## config.mk

```make
export PLATFORM = sky130hd
export DESIGN_NAME = interrupt_redistributor_regs_core
export DESIGN_NICKNAME = d
export VERILOG_FILES = /design/src/rtl/core/irr_pkg.sv /design/src/rtl/core/interrupt_redistributor_regs_core.sv
export SDC_FILE = /design/constraint.sdc
export NUM_CORES = 1
export LEC_CHECK = 0
export BUFFER_PORTS_ARGS = -buffer_cell sky130_fd_sc_hd__buf_2
export CAP_MARGIN = 20
export CORE_ASPECT_RATIO = 0.8
export CORE_UTILIZATION = 45
export DETAILED_ROUTE_END_ITERATION = 8
export GPL_TIMING_DRIVEN = 0
export PLACE_DENSITY = 0.6
export SLEW_MARGIN = 15
export SYNTH_ARGS = -nofsm -noshare
export SYNTH_HDL_FRONTEND = slang
export SYNTH_SLANG_ARGS = --single-unit
```

## constraint.sdc

```tcl
create_clock -name clock -period 3.6 [get_ports clock]
set_clock_uncertainty 0.1 [all_clocks]
set_input_delay 0.18 -clock clock [delete_from_list [all_inputs] [get_ports clock]]
set_output_delay 0.18 -clock clock [all_outputs]
set_load 0.005 [all_outputs]
```

## src/rtl/core/irr_pkg.sv

```systemverilog
`default_nettype none

package irr_pkg;

   // number of local interrupts served by one redistributor
   localparam int unsigned LOCAL_IRQS = 32;

   // payload widths
   localparam int unsigned OFFSET_W = 17;
   localparam int unsigned SIZE_W   = 2;
   localparam int unsigned DATA_W   = 64;
   localparam int unsigned WORD_W   = 32;

   // request beat: offset, access size and write data packed, padded to bytes
   localparam int unsigned REQ_FIELDS_W = OFFSET_W + SIZE_W + DATA_W;
   localparam int unsigned REQ_TDATA_W  = ((REQ_FIELDS_W + 7) / 8) * 8;
   localparam int unsigned REQ_PAD_W    = REQ_TDATA_W - REQ_FIELDS_W;

   // response beat: read data only
   localparam int unsigned RSP_TDATA_W = DATA_W;

   // configuration port
   localparam int unsigned CSR_INDEX_W = 2;
   localparam int unsigned CSR_DATA_W  = 32;

   localparam logic [CSR_INDEX_W-1:0] CSR_AFFINITY      = 2'd0;
   localparam logic [CSR_INDEX_W-1:0] CSR_TYPE_FLAGS    = 2'd1;
   localparam logic [CSR_INDEX_W-1:0] CSR_ARCH_REVISION = 2'd2;

   localparam logic [3:0] ARCH_REVISION_RST = 4'd3;

   // command and access size codes
   localparam logic CMD_READ  = 1'b0;
   localparam logic CMD_WRITE = 1'b1;

   localparam logic [SIZE_W-1:0] SIZE_BYTE    = 2'd0;
   localparam logic [SIZE_W-1:0] SIZE_WORD    = 2'd1;
   localparam logic [SIZE_W-1:0] SIZE_DWORD   = 2'd2;
   localparam logic [SIZE_W-1:0] SIZE_INVALID = 2'd3;

   // register map, control frame then local interrupt frame
   localparam logic [OFFSET_W-1:0] R_CTRL  = 17'h00000;
   localparam logic [OFFSET_W-1:0] R_TYPER = 17'h00008;
   localparam logic [OFFSET_W-1:0] R_WAKER = 17'h00014;
   localparam logic [OFFSET_W-1:0] R_PROPB = 17'h00070;
   localparam logic [OFFSET_W-1:0] R_PENDB = 17'h00078;
   localparam logic [OFFSET_W-1:0] R_PIDR2 = 17'h0ffe8;
   localparam logic [OFFSET_W-1:0] R_GROUP = 17'h10080;
   localparam logic [OFFSET_W-1:0] R_SETEN = 17'h10100;
   localparam logic [OFFSET_W-1:0] R_CLREN = 17'h10180;
   localparam logic [OFFSET_W-1:0] R_SETPD = 17'h10200;
   localparam logic [OFFSET_W-1:0] R_CLRPD = 17'h10280;
   localparam logic [OFFSET_W-1:0] R_SETAC = 17'h10300;
   localparam logic [OFFSET_W-1:0] R_CLRAC = 17'h10380;
   localparam logic [OFFSET_W-1:0] R_PRIO  = 17'h10400;
   localparam logic [OFFSET_W-1:0] R_CFG0  = 17'h10c00;
   localparam logic [OFFSET_W-1:0] R_CFG1  = 17'h10c04;

   // implemented fields of the lpi table base registers
   localparam logic [DATA_W-1:0] PROP_MASK = 64'h000F_FFFF_FFFF_FF9F;
   localparam logic [DATA_W-1:0] PEND_MASK = 64'h000F_FFFF_FFFF_0F80;

   // priority storage: four byte-wide priorities to a word
   localparam int unsigned PRIO_WORDS  = LOCAL_IRQS / 4;
   localparam int unsigned PRIO_IDX_W  = $clog2(LOCAL_IRQS);
   localparam int unsigned PRIO_WIDX_W = $clog2(PRIO_WORDS);

   // trigger configuration: sixteen 2-bit fields to a word
   localparam int unsigned CFG_FIELDS = 16;

   typedef struct packed {
      logic [REQ_PAD_W-1:0] pad;
      logic [DATA_W-1:0]    write_data;
      logic [SIZE_W-1:0]    access_size;
      logic [OFFSET_W-1:0]  offset;
   } req_data_type;

endpackage

`default_nettype wire

```

## src/rtl/core/interrupt_redistributor_regs_core.sv

```systemverilog
`default_nettype none

// Register block of an interrupt redistributor for 32 local interrupts. Each request beat is one
// bus access (read or write) with a byte offset across the control frame (0x00000) and the local
// interrupt frame (0x10000), an access size and write data; each access returns exactly one
// response beat with the read data (zero for writes and errors) and a decode error flag. Accesses
// are taken one per cycle while responses are accepted: a beat lands in an input register, the
// decode and read-modify-write of the register file work on that register and the response is
// held in an output register, so the throughput is one access per cycle, set by that single
// decode-and-update path. A stalled response only stops the input register once it is also full.
// The csr port sets affinity, type flags and revision and must only be written while idle.
module interrupt_redistributor_regs_core (
   input  wire                              clock,
   input  wire                              reset,
   // request channel
   input  wire                              req_tvalid,
   output logic                             req_tready,
   // offset [16:0], access_size [18:17], write_data [82:19], zero pad [87:83]
   input  wire  [irr_pkg::REQ_TDATA_W-1:0]  req_tdata,
   // command [0]
   input  wire  [0:0]                       req_tuser,
   // response channel
   output logic                             rsp_tvalid,
   input  wire                              rsp_tready,
   // read_data [63:0]
   output logic [irr_pkg::RSP_TDATA_W-1:0]  rsp_tdata,
   // decode_error [0]
   output logic [0:0]                       rsp_tuser,
   // configuration write port
   input  wire                              csr_we,
   input  wire  [irr_pkg::CSR_INDEX_W-1:0]  csr_index,
   input  wire  [irr_pkg::CSR_DATA_W-1:0]   csr_wdata
);
   import irr_pkg::*;

   // handshake
   logic                   req_fire;
   logic                   out_free;
   logic                   advance;

   // input register
   logic                   in_valid_ff, in_valid_in;
   logic                   in_cmd_ff, in_cmd_in;
   req_data_type           in_pay_ff, in_pay_in;

   // output register
   logic                   out_valid_ff, out_valid_in;
   logic [DATA_W-1:0]      out_data_ff, out_data_in;
   logic                   out_err_ff, out_err_in;

   // configuration registers
   logic [WORD_W-1:0]      affinity_ff, affinity_in;
   logic [2:0]             type_flags_ff, type_flags_in;
   logic [3:0]             arch_rev_ff, arch_rev_in;

   // interrupt state
   logic [LOCAL_IRQS-1:0]  enable_bits_ff, enable_bits_in;
   logic [LOCAL_IRQS-1:0]  pending_bits_ff, pending_bits_in;
   logic [LOCAL_IRQS-1:0]  active_bits_ff, active_bits_in;
   logic [LOCAL_IRQS-1:0]  group_bits_ff, group_bits_in;
   logic [LOCAL_IRQS-1:0]  edge_bits_ff, edge_bits_in;   // upper bit of each trigger field
   logic [WORD_W-1:0]      prio_ff [PRIO_WORDS];
   logic [WORD_W-1:0]      prio_in [PRIO_WORDS];
   logic [1:0]             wake_ff, wake_in;             // bit0 processor-sleep, bit1 children-asleep
   logic                   lpi_enable_ff, lpi_enable_in;
   logic [DATA_W-1:0]      prop_base_ff, prop_base_in;
   logic [DATA_W-1:0]      pend_base_ff, pend_base_in;

   // decode of the access in the input register
   logic [OFFSET_W-1:0]    acc_off;
   logic [SIZE_W-1:0]      acc_size;
   logic [DATA_W-1:0]      acc_data;
   logic [WORD_W-1:0]      acc_d32;
   logic [OFFSET_W-1:0]    acc_base8;
   logic                   acc_wr;
   logic                   is_dword_reg;
   logic                   in_prio;
   logic [PRIO_WIDX_W-1:0] prio_widx;
   logic [4:0]             prio_bsel;
   logic [DATA_W-1:0]      typer_value;
   logic [DATA_W-1:0]      dword_cur;
   logic [DATA_W-1:0]      dword_new;
   logic [CFG_FIELDS-1:0]  cfg_sel;
   logic [DATA_W-1:0]      rd;
   logic                   err;

   // ---------------------------------------------------------------
   // beat flow: input register, then output register
   // ---------------------------------------------------------------
   assign req_fire   = req_tvalid && req_tready;
   assign out_free   = !out_valid_ff || rsp_tready;
   assign advance    = in_valid_ff && out_free;
   assign req_tready = !in_valid_ff || out_free;

   assign rsp_tvalid = out_valid_ff;
   assign rsp_tdata  = out_data_ff;
   assign rsp_tuser  = out_err_ff;

   always_comb begin
      in_valid_in = in_valid_ff;
      in_cmd_in   = in_cmd_ff;
      in_pay_in   = in_pay_ff;
      if (req_fire) begin
         in_valid_in = 1'b1;
         in_cmd_in   = req_tuser[0];
         in_pay_in   = req_data_type'(req_tdata);
      end else if (advance) begin
         in_valid_in = 1'b0;
      end
   end

   // ---------------------------------------------------------------
   // configuration writes, indexes beyond the list are dropped
   // ---------------------------------------------------------------
   always_comb begin
      affinity_in   = affinity_ff;
      type_flags_in = type_flags_ff;
      arch_rev_in   = arch_rev_ff;
      if (csr_we) begin
         case (csr_index)
            CSR_AFFINITY:      affinity_in   = csr_wdata;
            CSR_TYPE_FLAGS:    type_flags_in = csr_wdata[2:0];
            CSR_ARCH_REVISION: arch_rev_in   = csr_wdata[3:0];
            default: begin
            end
         endcase
      end
   end

   // ---------------------------------------------------------------
   // decode helpers
   // ---------------------------------------------------------------
   assign acc_off   = in_pay_ff.offset;
   assign acc_size  = in_pay_ff.access_size;
   assign acc_data  = in_pay_ff.write_data;
   assign acc_d32   = acc_data[WORD_W-1:0];
   assign acc_base8 = {acc_off[OFFSET_W-1:3], 3'b000};
   assign acc_wr    = advance && (in_cmd_ff == CMD_WRITE);

   // the three 64-bit registers share one 8-byte decode
   assign is_dword_reg = (acc_base8 == R_TYPER) || (acc_base8 == R_PROPB) ||
                         (acc_base8 == R_PENDB);

   // priorities occupy an aligned window of one byte per interrupt
   assign in_prio   = acc_off[OFFSET_W-1:PRIO_IDX_W] == R_PRIO[OFFSET_W-1:PRIO_IDX_W];
   assign prio_widx = acc_off[PRIO_IDX_W-1:2];
   assign prio_bsel = {acc_off[1:0], 3'b000};

   // affinity on top, flags in bits 1:0 and last-frame flag in bit 4
   assign typer_value = {affinity_ff, 27'd0, type_flags_ff[2], 2'b00, type_flags_ff[1:0]};

   assign dword_cur = (acc_base8 == R_TYPER) ? typer_value :
                      (acc_base8 == R_PROPB) ? prop_base_ff : pend_base_ff;

   // merge the written half or the whole doubleword into the current value
   always_comb begin
      if (acc_size == SIZE_DWORD) begin
         dword_new = acc_data;
      end else if (acc_off[2]) begin
         dword_new = {acc_d32, dword_cur[WORD_W-1:0]};
      end else begin
         dword_new = {dword_cur[DATA_W-1:WORD_W], acc_d32};
      end
   end

   assign cfg_sel = acc_off[2] ? edge_bits_ff[2*CFG_FIELDS-1:CFG_FIELDS]
                               : edge_bits_ff[CFG_FIELDS-1:0];

   // ---------------------------------------------------------------
   // register file: decode, read and read-modify-write in one pass
   // ---------------------------------------------------------------
   always_comb begin
      enable_bits_in  = enable_bits_ff;
      pending_bits_in = pending_bits_ff;
      active_bits_in  = active_bits_ff;
      group_bits_in   = group_bits_ff;
      edge_bits_in    = edge_bits_ff;
      prio_in         = prio_ff;
      wake_in         = wake_ff;
      lpi_enable_in   = lpi_enable_ff;
      prop_base_in    = prop_base_ff;
      pend_base_in    = pend_base_ff;
      rd              = '0;
      err             = 1'b0;

      if (acc_size == SIZE_INVALID) begin
         err = 1'b1;
      end else if (is_dword_reg) begin
         // doubleword at the base, or a word at either half
         if ((acc_size == SIZE_DWORD && acc_off[2:0] == 3'b000) ||
             (acc_size == SIZE_WORD && acc_off[1:0] == 2'b00)) begin
            if (acc_size == SIZE_DWORD) begin
               rd = dword_cur;
            end else if (acc_off[2]) begin
               rd = {{WORD_W{1'b0}}, dword_cur[DATA_W-1:WORD_W]};
            end else begin
               rd = {{WORD_W{1'b0}}, dword_cur[WORD_W-1:0]};
            end
            // table bases are frozen once lpis are enabled, type is read only
            if (acc_wr && !lpi_enable_ff) begin
               if (acc_base8 == R_PROPB) begin
                  prop_base_in = dword_new & PROP_MASK;
               end else if (acc_base8 == R_PENDB) begin
                  pend_base_in = dword_new & PEND_MASK;
               end
            end
         end else begin
            err = 1'b1;
         end
      end else if (acc_size == SIZE_BYTE) begin
         // byte accesses reach the priorities only
         if (in_prio) begin
            rd = {{(DATA_W-8){1'b0}}, prio_ff[prio_widx][prio_bsel +: 8]};
            if (acc_wr) begin
               prio_in[prio_widx][prio_bsel +: 8] = acc_data[7:0];
            end
         end else begin
            err = 1'b1;
         end
      end else if (acc_size != SIZE_WORD || acc_off[1:0] != 2'b00) begin
         err = 1'b1;
      end else if (in_prio) begin
         rd = {{WORD_W{1'b0}}, prio_ff[prio_widx]};
         if (acc_wr) begin
            prio_in[prio_widx] = acc_d32;
         end
      end else if (acc_off == R_CFG0 || acc_off == R_CFG1) begin
         // only the edge bit of each trigger field is held, the low bit reads zero
         for (int k = 0; k < CFG_FIELDS; k++) begin
            rd[2*k+1] = cfg_sel[k];
            if (acc_wr) begin
               if (acc_off[2]) begin
                  edge_bits_in[CFG_FIELDS+k] = acc_d32[2*k+1];
               end else begin
                  edge_bits_in[k] = acc_d32[2*k+1];
               end
            end
         end
      end else begin
         case (acc_off)
            R_CTRL: begin
               rd = {{(DATA_W-1){1'b0}}, lpi_enable_ff};
               // lpi enable only sticks when physical lpis are supported
               if (acc_wr && type_flags_ff[0]) begin
                  lpi_enable_in = acc_d32[0];
               end
            end
            R_WAKER: begin
               rd = {{(DATA_W-3){1'b0}}, wake_ff[1], wake_ff[0], 1'b0};
               // children-asleep follows processor-sleep
               if (acc_wr) begin
                  wake_in = {2{acc_d32[1]}};
               end
            end
            R_PIDR2: begin
               rd = {{(DATA_W-8){1'b0}}, arch_rev_ff, 4'b0000};
            end
            R_GROUP: begin
               rd = DATA_W'(group_bits_ff);
               if (acc_wr) begin
                  group_bits_in = acc_d32;
               end
            end
            R_SETEN: begin
               rd = DATA_W'(enable_bits_ff);
               if (acc_wr) begin
                  enable_bits_in = enable_bits_ff | acc_d32;
               end
            end
            R_CLREN: begin
               rd = DATA_W'(enable_bits_ff);
               if (acc_wr) begin
                  enable_bits_in = enable_bits_ff & ~acc_d32;
               end
            end
            R_SETPD: begin
               rd = DATA_W'(pending_bits_ff);
               if (acc_wr) begin
                  pending_bits_in = pending_bits_ff | acc_d32;
               end
            end
            R_CLRPD: begin
               rd = DATA_W'(pending_bits_ff);
               if (acc_wr) begin
                  pending_bits_in = pending_bits_ff & ~acc_d32;
               end
            end
            R_SETAC: begin
               rd = DATA_W'(active_bits_ff);
               if (acc_wr) begin
                  active_bits_in = active_bits_ff | acc_d32;
               end
            end
            R_CLRAC: begin
               rd = DATA_W'(active_bits_ff);
               if (acc_wr) begin
                  active_bits_in = active_bits_ff & ~acc_d32;
               end
            end
            default: begin
               err = 1'b1;
            end
         endcase
      end
   end

   // response beat: data only for good reads
   always_comb begin
      out_valid_in = out_valid_ff;
      out_data_in  = out_data_ff;
      out_err_in   = out_err_ff;
      if (advance) begin
         out_valid_in = 1'b1;
         out_data_in  = (in_cmd_ff == CMD_WRITE || err) ? '0 : rd;
         out_err_in   = err;
      end else if (rsp_tready) begin
         out_valid_in = 1'b0;
      end
   end

   // ---------------------------------------------------------------
   // registers
   // ---------------------------------------------------------------
   always_ff @(posedge clock) begin
      if (reset) begin
         in_valid_ff     <= 1'b0;
         out_valid_ff    <= 1'b0;
         affinity_ff     <= '0;
         type_flags_ff   <= '0;
         arch_rev_ff     <= ARCH_REVISION_RST;
         enable_bits_ff  <= '0;
         pending_bits_ff <= '0;
         active_bits_ff  <= '0;
         group_bits_ff   <= '0;
         edge_bits_ff    <= '0;
         for (int w = 0; w < PRIO_WORDS; w++) begin
            prio_ff[w] <= '0;
         end
         wake_ff         <= 2'b11;
         lpi_enable_ff   <= 1'b0;
         prop_base_ff    <= '0;
         pend_base_ff    <= '0;
      end else begin
         in_valid_ff     <= in_valid_in;
         out_valid_ff    <= out_valid_in;
         affinity_ff     <= affinity_in;
         type_flags_ff   <= type_flags_in;
         arch_rev_ff     <= arch_rev_in;
         enable_bits_ff  <= enable_bits_in;
         pending_bits_ff <= pending_bits_in;
         active_bits_ff  <= active_bits_in;
         group_bits_ff   <= group_bits_in;
         edge_bits_ff    <= edge_bits_in;
         prio_ff         <= prio_in;
         wake_ff         <= wake_in;
         lpi_enable_ff   <= lpi_enable_in;
         prop_base_ff    <= prop_base_in;
         pend_base_ff    <= pend_base_in;
      end
   end

   // payload registers, no reset
   always_ff @(posedge clock) begin
      in_cmd_ff   <= in_cmd_in;
      in_pay_ff   <= in_pay_in;
      out_data_ff <= out_data_in;
      out_err_ff  <= out_err_in;
   end

`ifndef NO_ASSERTIONS
   // an error response never carries data
   a_err_zero_data: assert property (@(posedge clock) disable iff (reset)
      rsp_tvalid && rsp_tuser[0] |-> rsp_tdata == '0)
      else $error("decode error response with non-zero read data");

   // a held input beat must stay put while the output register is blocked
   a_in_hold: assert property (@(posedge clock) disable iff (reset)
      in_valid_ff && !out_free |=> in_valid_ff && $stable(in_pay_ff) && $stable(in_cmd_ff))
      else $error("input register changed while stalled");

   // the two wake bits always move together
   a_wake_pair: assert property (@(posedge clock) disable iff (reset)
      wake_ff[0] == wake_ff[1])
      else $error("processor-sleep and children-asleep disagree");

   // base registers never hold bits outside their fields
   a_base_masked: assert property (@(posedge clock) disable iff (reset)
      (prop_base_ff & ~PROP_MASK) == '0 && (pend_base_ff & ~PEND_MASK) == '0)
      else $error("lpi table base holds unimplemented bits");

   // lpi enable only turns on when physical lpis are supported
   a_lpi_needs_phys: assert property (@(posedge clock) disable iff (reset)
      $rose(lpi_enable_ff) |-> $past(type_flags_ff[0]))
      else $error("lpi enable set without physical lpi support");
`endif

endmodule

`default_nettype wire
```

## Word-level counts from Yosys, hierarchy flattened

Index checks and enable logic that the tools add are counted.

| word-level totals | value |
|---|---|
| bits in registers | 687 |
| input bits | 128 |
| output and inout bits | 67 |
| word-level logic and storage cells | 216 |

| cells by class | value |
|---|---|
| add/sub/neg operators | 1 |
| $lt $le $gt $ge | 2 |
| equal/unequal tests | 30 |
| shift-type cells | 3 |
| muxes and demuxes | 84 |
| bitwise gates (word level) | 16 |
| reduce and logical (&&, ||, !) cells | 51 |

Operators by type and width:

| operator | count |
|---|---|
| 256-bit 2-to-1 mux | 6 |
| 256-bit bitwise mux | 2 |
| 64-bit 2-to-1 mux | 7 |
| 32-bit 2-to-1 mux | 12 |
| 32-bit case mux with 7 select lines | 1 |
| 32-bit demux with 3-bit select | 2 |
| 32-bit case mux with 2 select lines | 3 |
| 52-bit 2-to-1 mux | 3 |
| 17-bit == test, second input constant | 9 |
| 32-bit bitwise AND | 3 |
| 32-bit binary-select mux with 3-bit select | 1 |
| 32-bit OR | 3 |
| 1-bit 2-to-1 mux | 45 |
| 8-bit AND reduction | 5 |
| 32-bit inverter | 1 |
| 8-bit by 7-bit variable shift with 32-bit output, first input constant | 1 |
| 32-bit by 6-bit variable part select with 8-bit output | 1 |
| 8-bit by 7-bit variable part select with 32-bit output | 1 |
| 14-bit by 4-bit == test with 1-bit output, second input constant | 2 |
| 9-bit AND reduction | 3 |
| 2-bit != test, second input constant | 9 |
| 17-bit by 16-bit == test with 1-bit output, second input constant | 1 |
| 17-bit by 5-bit == test with 1-bit output, second input constant | 1 |
| 17-bit zero test | 1 |
| other kinds (24) | 64 |

## Depth between registers and ports, before layout

Gate-level depths: netlist of the first run.

| depth | value |
|---|---|
| depth after elaboration | 11 |
| depth in mapped cells | 11 |
| mapped depth without buffers | 8 |

## Worst setup path before layout of the first run

Ideal clock, no wire load.

| path | value |
|---|---|
| path type | register to register |
| start point | register in_pay_ff, in the netlist acc_off[0] |
| end point | register (tool-made name) |
| library setup time | 0.137 ns |
| data arrival time | 2.902 ns |
| data required time | 3.363 ns |
| setup slack | 0.461 ns |
| stages on the path, launching flop included | 12 |
| buffers on the path | 3 |
| period minus slack after synthesis | 3.139 ns |
| cells stage by stage | edfxtp_1 > clkbuf_1 > inv_1 > ha_1 > nor3b_1 > nand4_1 > nor2_1 > and2_0 > clkbuf_1 > nor3b_2 > buf_2 > a211oi_1 |

RTL lines:

| what | RTL line | text |
|---|---|---|
| from (decl) | interrupt_redistributor_regs_core.sv:44 | `req_data_type in_pay_ff, in_pay_in;` |
| from (signal assigned) | interrupt_redistributor_regs_core.sv:365 | `in_pay_ff <= in_pay_in;` |

## Worst setup path in the final report of the first run

| path | value |
|---|---|
| start point | register in_pay_ff, in the netlist acc_off[4] |
| end point | register out_data_ff[7] (netlist: rsp_tdata[7]), data pin |

| on the way | value |
|---|---|
| longest elaborated chain between the ends | 11 |
| elaborated cells on any way between the ends | 48 |
| classes of those cells | 14 x eq/ne; 1 x shift; 22 x mux; 1 x bitwise; 10 x reduce/logical |

RTL lines:

| what | RTL line | text |
|---|---|---|
| branches (longest 11 deep; another with 64-bit 2-to-1 mux) | n/a |  |
| to (signal assigned) | interrupt_redistributor_regs_core.sv:366 | `out_data_ff <= out_data_in;` |
| to (decl) | interrupt_redistributor_regs_core.sv:48 | `logic [DATA_W-1:0] out_data_ff, out_data_in;` |

Several ways; the timed one is not identified. The select of a mux whose other input is x is not followed.
A chain may end at the register's enable or synchronous reset.

==> results by group, run 1 <==
Worst setup path
  • WS Path Type: reg2reg
  • FF-to-FF path depth: 9
  • Required @ worst endpoint: 3930 ps
  • Startpoint types: flop
  • Critical path, cell by cell: clkbuf_2, clkbuf_2, nand4b_1, buf_4, a2111oi_1, a2bb2oi_2, a22o_1, nand2_1, a41oi_2
  • Max FO, Critical Path: 10
  • WP buf/inv: 3
  • Flop2flop setup slack: -110 ps
  • Crit-path max cell delay: 610 ps
  • Crit. End Element: flop
  • Crit path DAT: 4040 ps
  • Crit path top cell by count: clkbuf_2
  • WP depth: 9
  • CP top delay family: compound AO/OA/AOI/OAI gates
  • Crit-path slowest cell: a2111oi_1

Floorplanning
  • IO Pins: 195
  • Die height: 236 µm
  • CORE AREA: 0.0674 mm²
  • Die W: 294 µm
  • Die area: 0.0694 mm²
  • Initial Utilization: 0.456
  • Site Rows: 85

Synth
  • Yosys reg bits: 687
  • Post-Synth XOR/XNOR Area: 0
  • Top FF cell, synth: dfxtp_1
  • Post-Syn Nets: 3458
  • Synthesized area: 0.0307 mm²
  • Most numerous cell in the Yosys netlist: dfxtp_1
  • Number of flops mapped to enable cells by yosys: 137
  • Yosys cell types: 84
  • Post-synthesis mux area share: 0.0494
  • Ys Warns: 0
  • Post-Syn Instances: 3321
  • Asr flop ratio synth: 0
  • Post-synth top area cell: dfxtp_1
  • Sequential area share after synthesis: 0.492
  • Synth top area cells: dfxtp_1, edfxtp_1, a211oi_1
  • Post-synth top area share: 0.358
  • Simple-Gate Fraction of Synth Area: 0.161
  • Main combinational cell family by area after synthesis: compound AO/OA/AOI/OAI gates
  • Top post-synthesis cells by count: dfxtp_1, a21oi_1, nor2_1, nand2_1, a211oi_1
  • Adder-cell area share of the yosys netlist: 0.00366
  • Compound-cell area share of the yosys netlist: 0.238
  • Synth Area per Inst: 9.26 µm²

STA
  • Final period util: 1.03
  • Worst-Margin Slew: 1270 ps
  • Slew Limit Fails: 0
  • Fin crit period: 3710 ps
  • Final Hold Viols: 0
  • Max Fclk: 269 MHz
  • Final worst setup slack: -111 ps
  • Final setup fails: 18
  • Slew headroom: 0.156
  • RSZ-0062 raised after global routing: yes

CTS
  • Cts bufs inserted: 73
  • Clock buffer depth: 3
  • Clock sink total: 687
  • Htree depth: 3
  • Clock transition at path regs: 70 ps
  • Skew-Pair Late Insertion Delay: 640 ps
  • CTS tree: built
  • Root Driver: clkbuf_16

Global route
  • GR Util All Layers: 0.403
  • Initial antenna violation count: 3
  • Pin count of the biggest net entering global routing: 55
  • Total gr overflow: 0
  • First-pass GRT wire length: 201 mm
  • Number of global-route vias before repair: 28358

Drt
  • Vias: 30546
  • DRT iter0 DRCs: 4709
  • Post-route ant nets: 0
  • WL/cell: 30.4 µm
  • Vias per cell: 6.48
  • Detailed Route WL: 143 mm
  • DRC: 0
  • Initial DRT Pass Iterations: 6

Place
  • Port Buffers: 176
  • GP Congestion: 1.03
  • DPL Wire Length: 105 mm
  • Post-DP Area: 0.0330 mm²

Power
  • Lkg Pwr: 13.0 nW
  • VDD IR-drop max: 0.373 mV
  • Pwr dens: 458 mW/mm²

Cells and area
  • Layout area overhead: 22.3%
  • Final instance area: 0.0376 mm²
  • Layout Utilization: 0.558
  • Fillers: 6067
  • Multi-input gate area: 0.0144 mm²
  • Layout cells sized above 1: 0.184
  • Flip-flop and latch area: 0.0151 mm²
  • Nets: 3878

Min path
  • Hold path depth: 4
  • Min-Delay Path Class: in2reg

Run
  • Total of max-cap violations: 0

Status
  • Failing checks: negative setup slack
  • Status: finished with violations
[cell type report]
cell class,instances,area share
sequential,687,0.402
multi-input combinational,2248,0.383
timing repair buffer,355,0.0685
clock buffer,97,0.0540
buffer,330,0.0461
tap,913,0.0304
clock inverter,37,0.0104
inverter,46,0.00469
antenna,3,0.000200
[timing repair]
| item | in CTS | in global routing |
|---|---|---|
| hold buffers | 112 | 0 |
| setup buffers | 38 | 13 |
| hold endpoints to repair | 113 | 0 |
| pin swaps | 18 | 5 |
| gates resized for setup | 167 | 80 |
| endpoints found under the setup margin | 527 | 269 |
[where the power goes]
group          switching, mW  leakage [nW]  internal [mW]
Sequential             0.102          5.73           7.94
Clock                   3.40          1.18           4.45
Combinational          0.964          6.13          0.380
Total                   4.46          13.0           12.8
[tightest hold or removal path, cell delays in order]
cell      delay, ps
buf_2           120
nand3b_1        240
a21oi_1         110
nor2_1           80
[layer usage]
| metal | routed length, µm | GRT usage | vias up |
|---|---|---|---|
| met5 | 23 | 0.00348 | - |
| met2 | 57500 | 0.550 | 2224 |
| met3 | 20000 | 0.139 | 413 |
| met1 | 59200 | 0.572 | 14811 |
| met4 | 6650 | 0.168 | 4 |
| li1 | - | - | 13094 |
[logic make-up after synthesis]
logic type      count (synthesis)
compound gates               1058
fa+ha+maj                       9
buf+inv                       386
flops                         687
mux                           123
simple gates                 1058
[layout by cell type, fill, tap and decap left out, types with 17 or more instances in the layout]
master	Yosys	routed
clkbuf_1	250	187
mux4_2	17	17
mux2_2	60	60
a21oi_1	340	334
a221oi_1	42	37
a21o_1	43	43
o211ai_1	17	17
a222oi_1	19	19
buf_4	4	67
nor2b_1	42	42
dfxtp_1	550	550
buf_2	47	219
a221o_1	26	26
nor3b_1	25	21
edfxtp_1	137	137
a22oi_1	60	58
clkbuf_2	1	58
inv_1	43	43
a211oi_1	317	316
o21ai_0	53	43
dlygate4sd3_1	0	112
mux2i_1	46	42
nand2_1	335	334
nand3_1	84	82
and2_1	42	40
buf_6	29	37
nor3_1	63	56
nor2_1	340	336
clkbuf_16	0	77
and3_1	26	26
[stage by stage]
step	total power, mW	worst slack (ps)	setup TNS (ps)	hold slack [ps]	cells
2_1_floorplan	8.69	461	0	179	3321
3_3_place_gp	9.30	-2590	-368950	256	4410
3_5_place_dp	9.32	-2550	-282690	258	4422
4_1_cts	17.1	-4.26	-4.61	3.07	4700
5_1_grt	17.6	-53.4	-558	60.0	4713
6_report	17.2	-111	-801	34.4	4716
[worst paths after layout]
path / endpoint / startpoint
worst max-delay path: rsp_tdata[7]$_SDFFCE_PP0P_ / acc_off[4]$_DFFE_PP_
worst min-delay path: type_flags_ff[0]$_SDFFE_PP0P_ / csr_index[0]
worst max register to register: rsp_tdata[7]$_SDFFCE_PP0P_ / acc_off[4]$_DFFE_PP_
worst min register to register: edge_bits_ff[12]$_SDFFE_PP0P_ / edge_bits_ff[12]$_SDFFE_PP0P_
No activity file was read; power rests on OpenSTA's default activity.
==> run 2: changes to the inputs <==
--- a/config.mk
+++ b/config.mk
@@ -6,7 +6,6 @@
 export NUM_CORES = 1
 export LEC_CHECK = 0
 export BUFFER_PORTS_ARGS = -buffer_cell sky130_fd_sc_hd__buf_2
-export CAP_MARGIN = 20
 export CORE_ASPECT_RATIO = 0.8
 export CORE_UTILIZATION = 45
 export DETAILED_ROUTE_END_ITERATION = 8
==> constraint.sdc (replaced) <==
create_clock -name clock -period 3.6 [get_ports clock]
set_clock_uncertainty 0.1 [all_clocks]
set_input_delay 1.08 -clock clock [delete_from_list [all_inputs] [get_ports clock]]
set_output_delay 1.08 -clock clock [all_outputs]
set_load 0.005 [all_outputs]
==> run 2 against run 1 <==
Compared with the run above: the flow still finishes with violations (negative setup slack); core utilization fell by 1.9 points; combinational power fell by 8%; cell area fell by 3.4%; sequential share of layout area rose by 1.4 points; first-iteration DRC count rose by 4.6%; critical path depth fell by 3; setup slack got worse by 23 ps; largest cell class unchanged; highest routed layer is now met4.
==> results by group, run 2 (synthesis results as in run 1) <==
Worst setup path
  • Crit-path max cell delay: 880 ps
  • Critical path, cell by cell: or4b_2, a2111oi_1, a2bb2oi_2, a22o_1, nand2_1, a41oi_1
  • Crit path DAT: 4020 ps
  • Crit. End Element: flop
  • Required @ worst endpoint: 3890 ps
  • WS Path Type: reg2reg
  • Crit-path slowest cell: or4b_2
  • CP top delay family: compound AO/OA/AOI/OAI gates
  • Startpoint types: flop
  • Max FO, Critical Path: 10
  • WP buf/inv: 0

Floorplanning
  • Initial Utilization: 0.456
  • Die W: 294 µm
  • Site Rows: 85
  • CORE AREA: 0.0674 mm²
  • Die area: 0.0694 mm²
  • IO Pins: 195
  • Die height: 236 µm

STA
  • Slew Limit Fails: 0
  • Slew headroom: 0.111
  • Final worst setup slack: -134 ps
  • Final period util: 1.04
  • Setup TNS after final layout: -534 ps
  • Final Hold Viols: 0
  • RSZ-0062 raised after global routing: yes
  • Fin crit period: 3730 ps
  • WHS: 351 ps
  • Final setup fails: 9
  • Max Fclk: 268 MHz
  • Worst-Margin Slew: 1330 ps

CTS
  • Root Driver: clkbuf_16
  • Htree depth: 3
  • CTS tree: built
  • Clock buffer depth: 3
  • Clock sink total: 687
  • Cts bufs inserted: 72
  • Skew-Pair Late Insertion Delay: 640 ps
  • Clock transition at path regs: 60 ps

Global route
  • GR Util All Layers: 0.398
  • Initial antenna violation count: 3
  • First-pass GRT wire length: 199 mm
  • Total gr overflow: 0
  • Pin count of the biggest net entering global routing: 55
  • Number of global-route vias before repair: 27791

Power
  • Power, Total: 17.0 mW
  • Lkg Pwr: 12.6 nW
  • VDD IR-drop max: 0.335 mV
  • Pwr dens: 467 mW/mm²

Drt
  • DRT iter0 DRCs: 4924
  • Vias per cell: 6.50
  • WL/cell: 30.7 µm
  • DRC: 0
  • Detailed Route WL: 141 mm
  • Vias: 29823
  • Post-route ant nets: 0
  • Initial DRT Pass Iterations: 8

Place
  • Post-DP Area: 0.0329 mm²
  • Pre-CTS setup slack: -2530 ps
  • GP Congestion: 1.03
  • DPL Wire Length: 104 mm
  • Port Buffers: 176

Cells and area
  • Most frequent cells in the layout: dfxtp_1, nor2_1, a21oi_1
  • Final instance area: 0.0363 mm²
  • Nets: 3752
  • Fillers: 6198
  • Most common cell after layout, fill and taps aside: dfxtp_1
  • Layout area overhead: 18.2%
  • Layout cells sized above 1: 0.192

Status
  • Status: finished with violations
  • Failing checks: negative setup slack

Min path
  • Min-Delay Path Class: reg2reg

Run
  • Total of max-cap violations: 0
[run 2: per-layer routing]
layer  track usage  part of all wire
met1         0.573              0.42
met2         0.543              0.40
met3         0.131              0.14
met4         0.164             0.046
met5             0                 0
[run 2: final cells by class]
class / count / area (µm²) / area share
clock buffers: 88 / 1940 / 0.0535
plain buffers: 331 / 1750 / 0.0481
inverters: 46 / 176 / 0.00486
well taps: 913 / 1140 / 0.0314
clock inverters: 43 / 425 / 0.0117
multi-input cells: 2248 / 14400 / 0.397
repair buffers: 229 / 1350 / 0.0371
flip-flops and latches: 687 / 15100 / 0.416
diodes: 4 / 10.0 / 0.000275
[run 2: worst min-delay path: cells and delay by family (launching register included)]
family | cells | cell delay, ps
compound gates | 1 | 50
simple gates | 1 | 50
flops | 1 | 310
[run 2: repair_timing]
item                                   4_1_cts  5_1_grt
endpoints found under the hold margin        0        0
gates resized for setup                    173       86
hold buffers                                 0        0
setup endpoints to repair                  504      314
pin swaps                                   17        9
setup buffers                               34       13
[run 2: worst paths after layout]
path                                                     from                            end  slack [ps]  cells after the start
worst max-delay path                     acc_off[6]$_DFFE_PP_     rsp_tdata[7]$_SDFFCE_PP0P_        -130                      6
worst min register to register  edge_bits_ff[12]$_SDFFE_PP0P_  edge_bits_ff[12]$_SDFFE_PP0P_         350                      2
worst min-delay path            edge_bits_ff[12]$_SDFFE_PP0P_  edge_bits_ff[12]$_SDFFE_PP0P_         350                      2
worst max register to register           acc_off[6]$_DFFE_PP_     rsp_tdata[7]$_SDFFCE_PP0P_        -130                      6
[run 2: where the power goes]
part	leakage (nW)	switching (mW)	internal [mW]
Combinational	5.67	0.939	0.291
Clock	1.17	3.33	4.37
Sequential	5.73	0.106	7.94
Total	12.6	4.38	12.6
[run 2: through the flow]
step                      cells  utilization
final                      4589        0.539
after global placement     4410        0.486
after detailed placement   4415        0.488
after global routing       4585        0.539
after CTS                  4574        0.534
after floorplan            3321            -
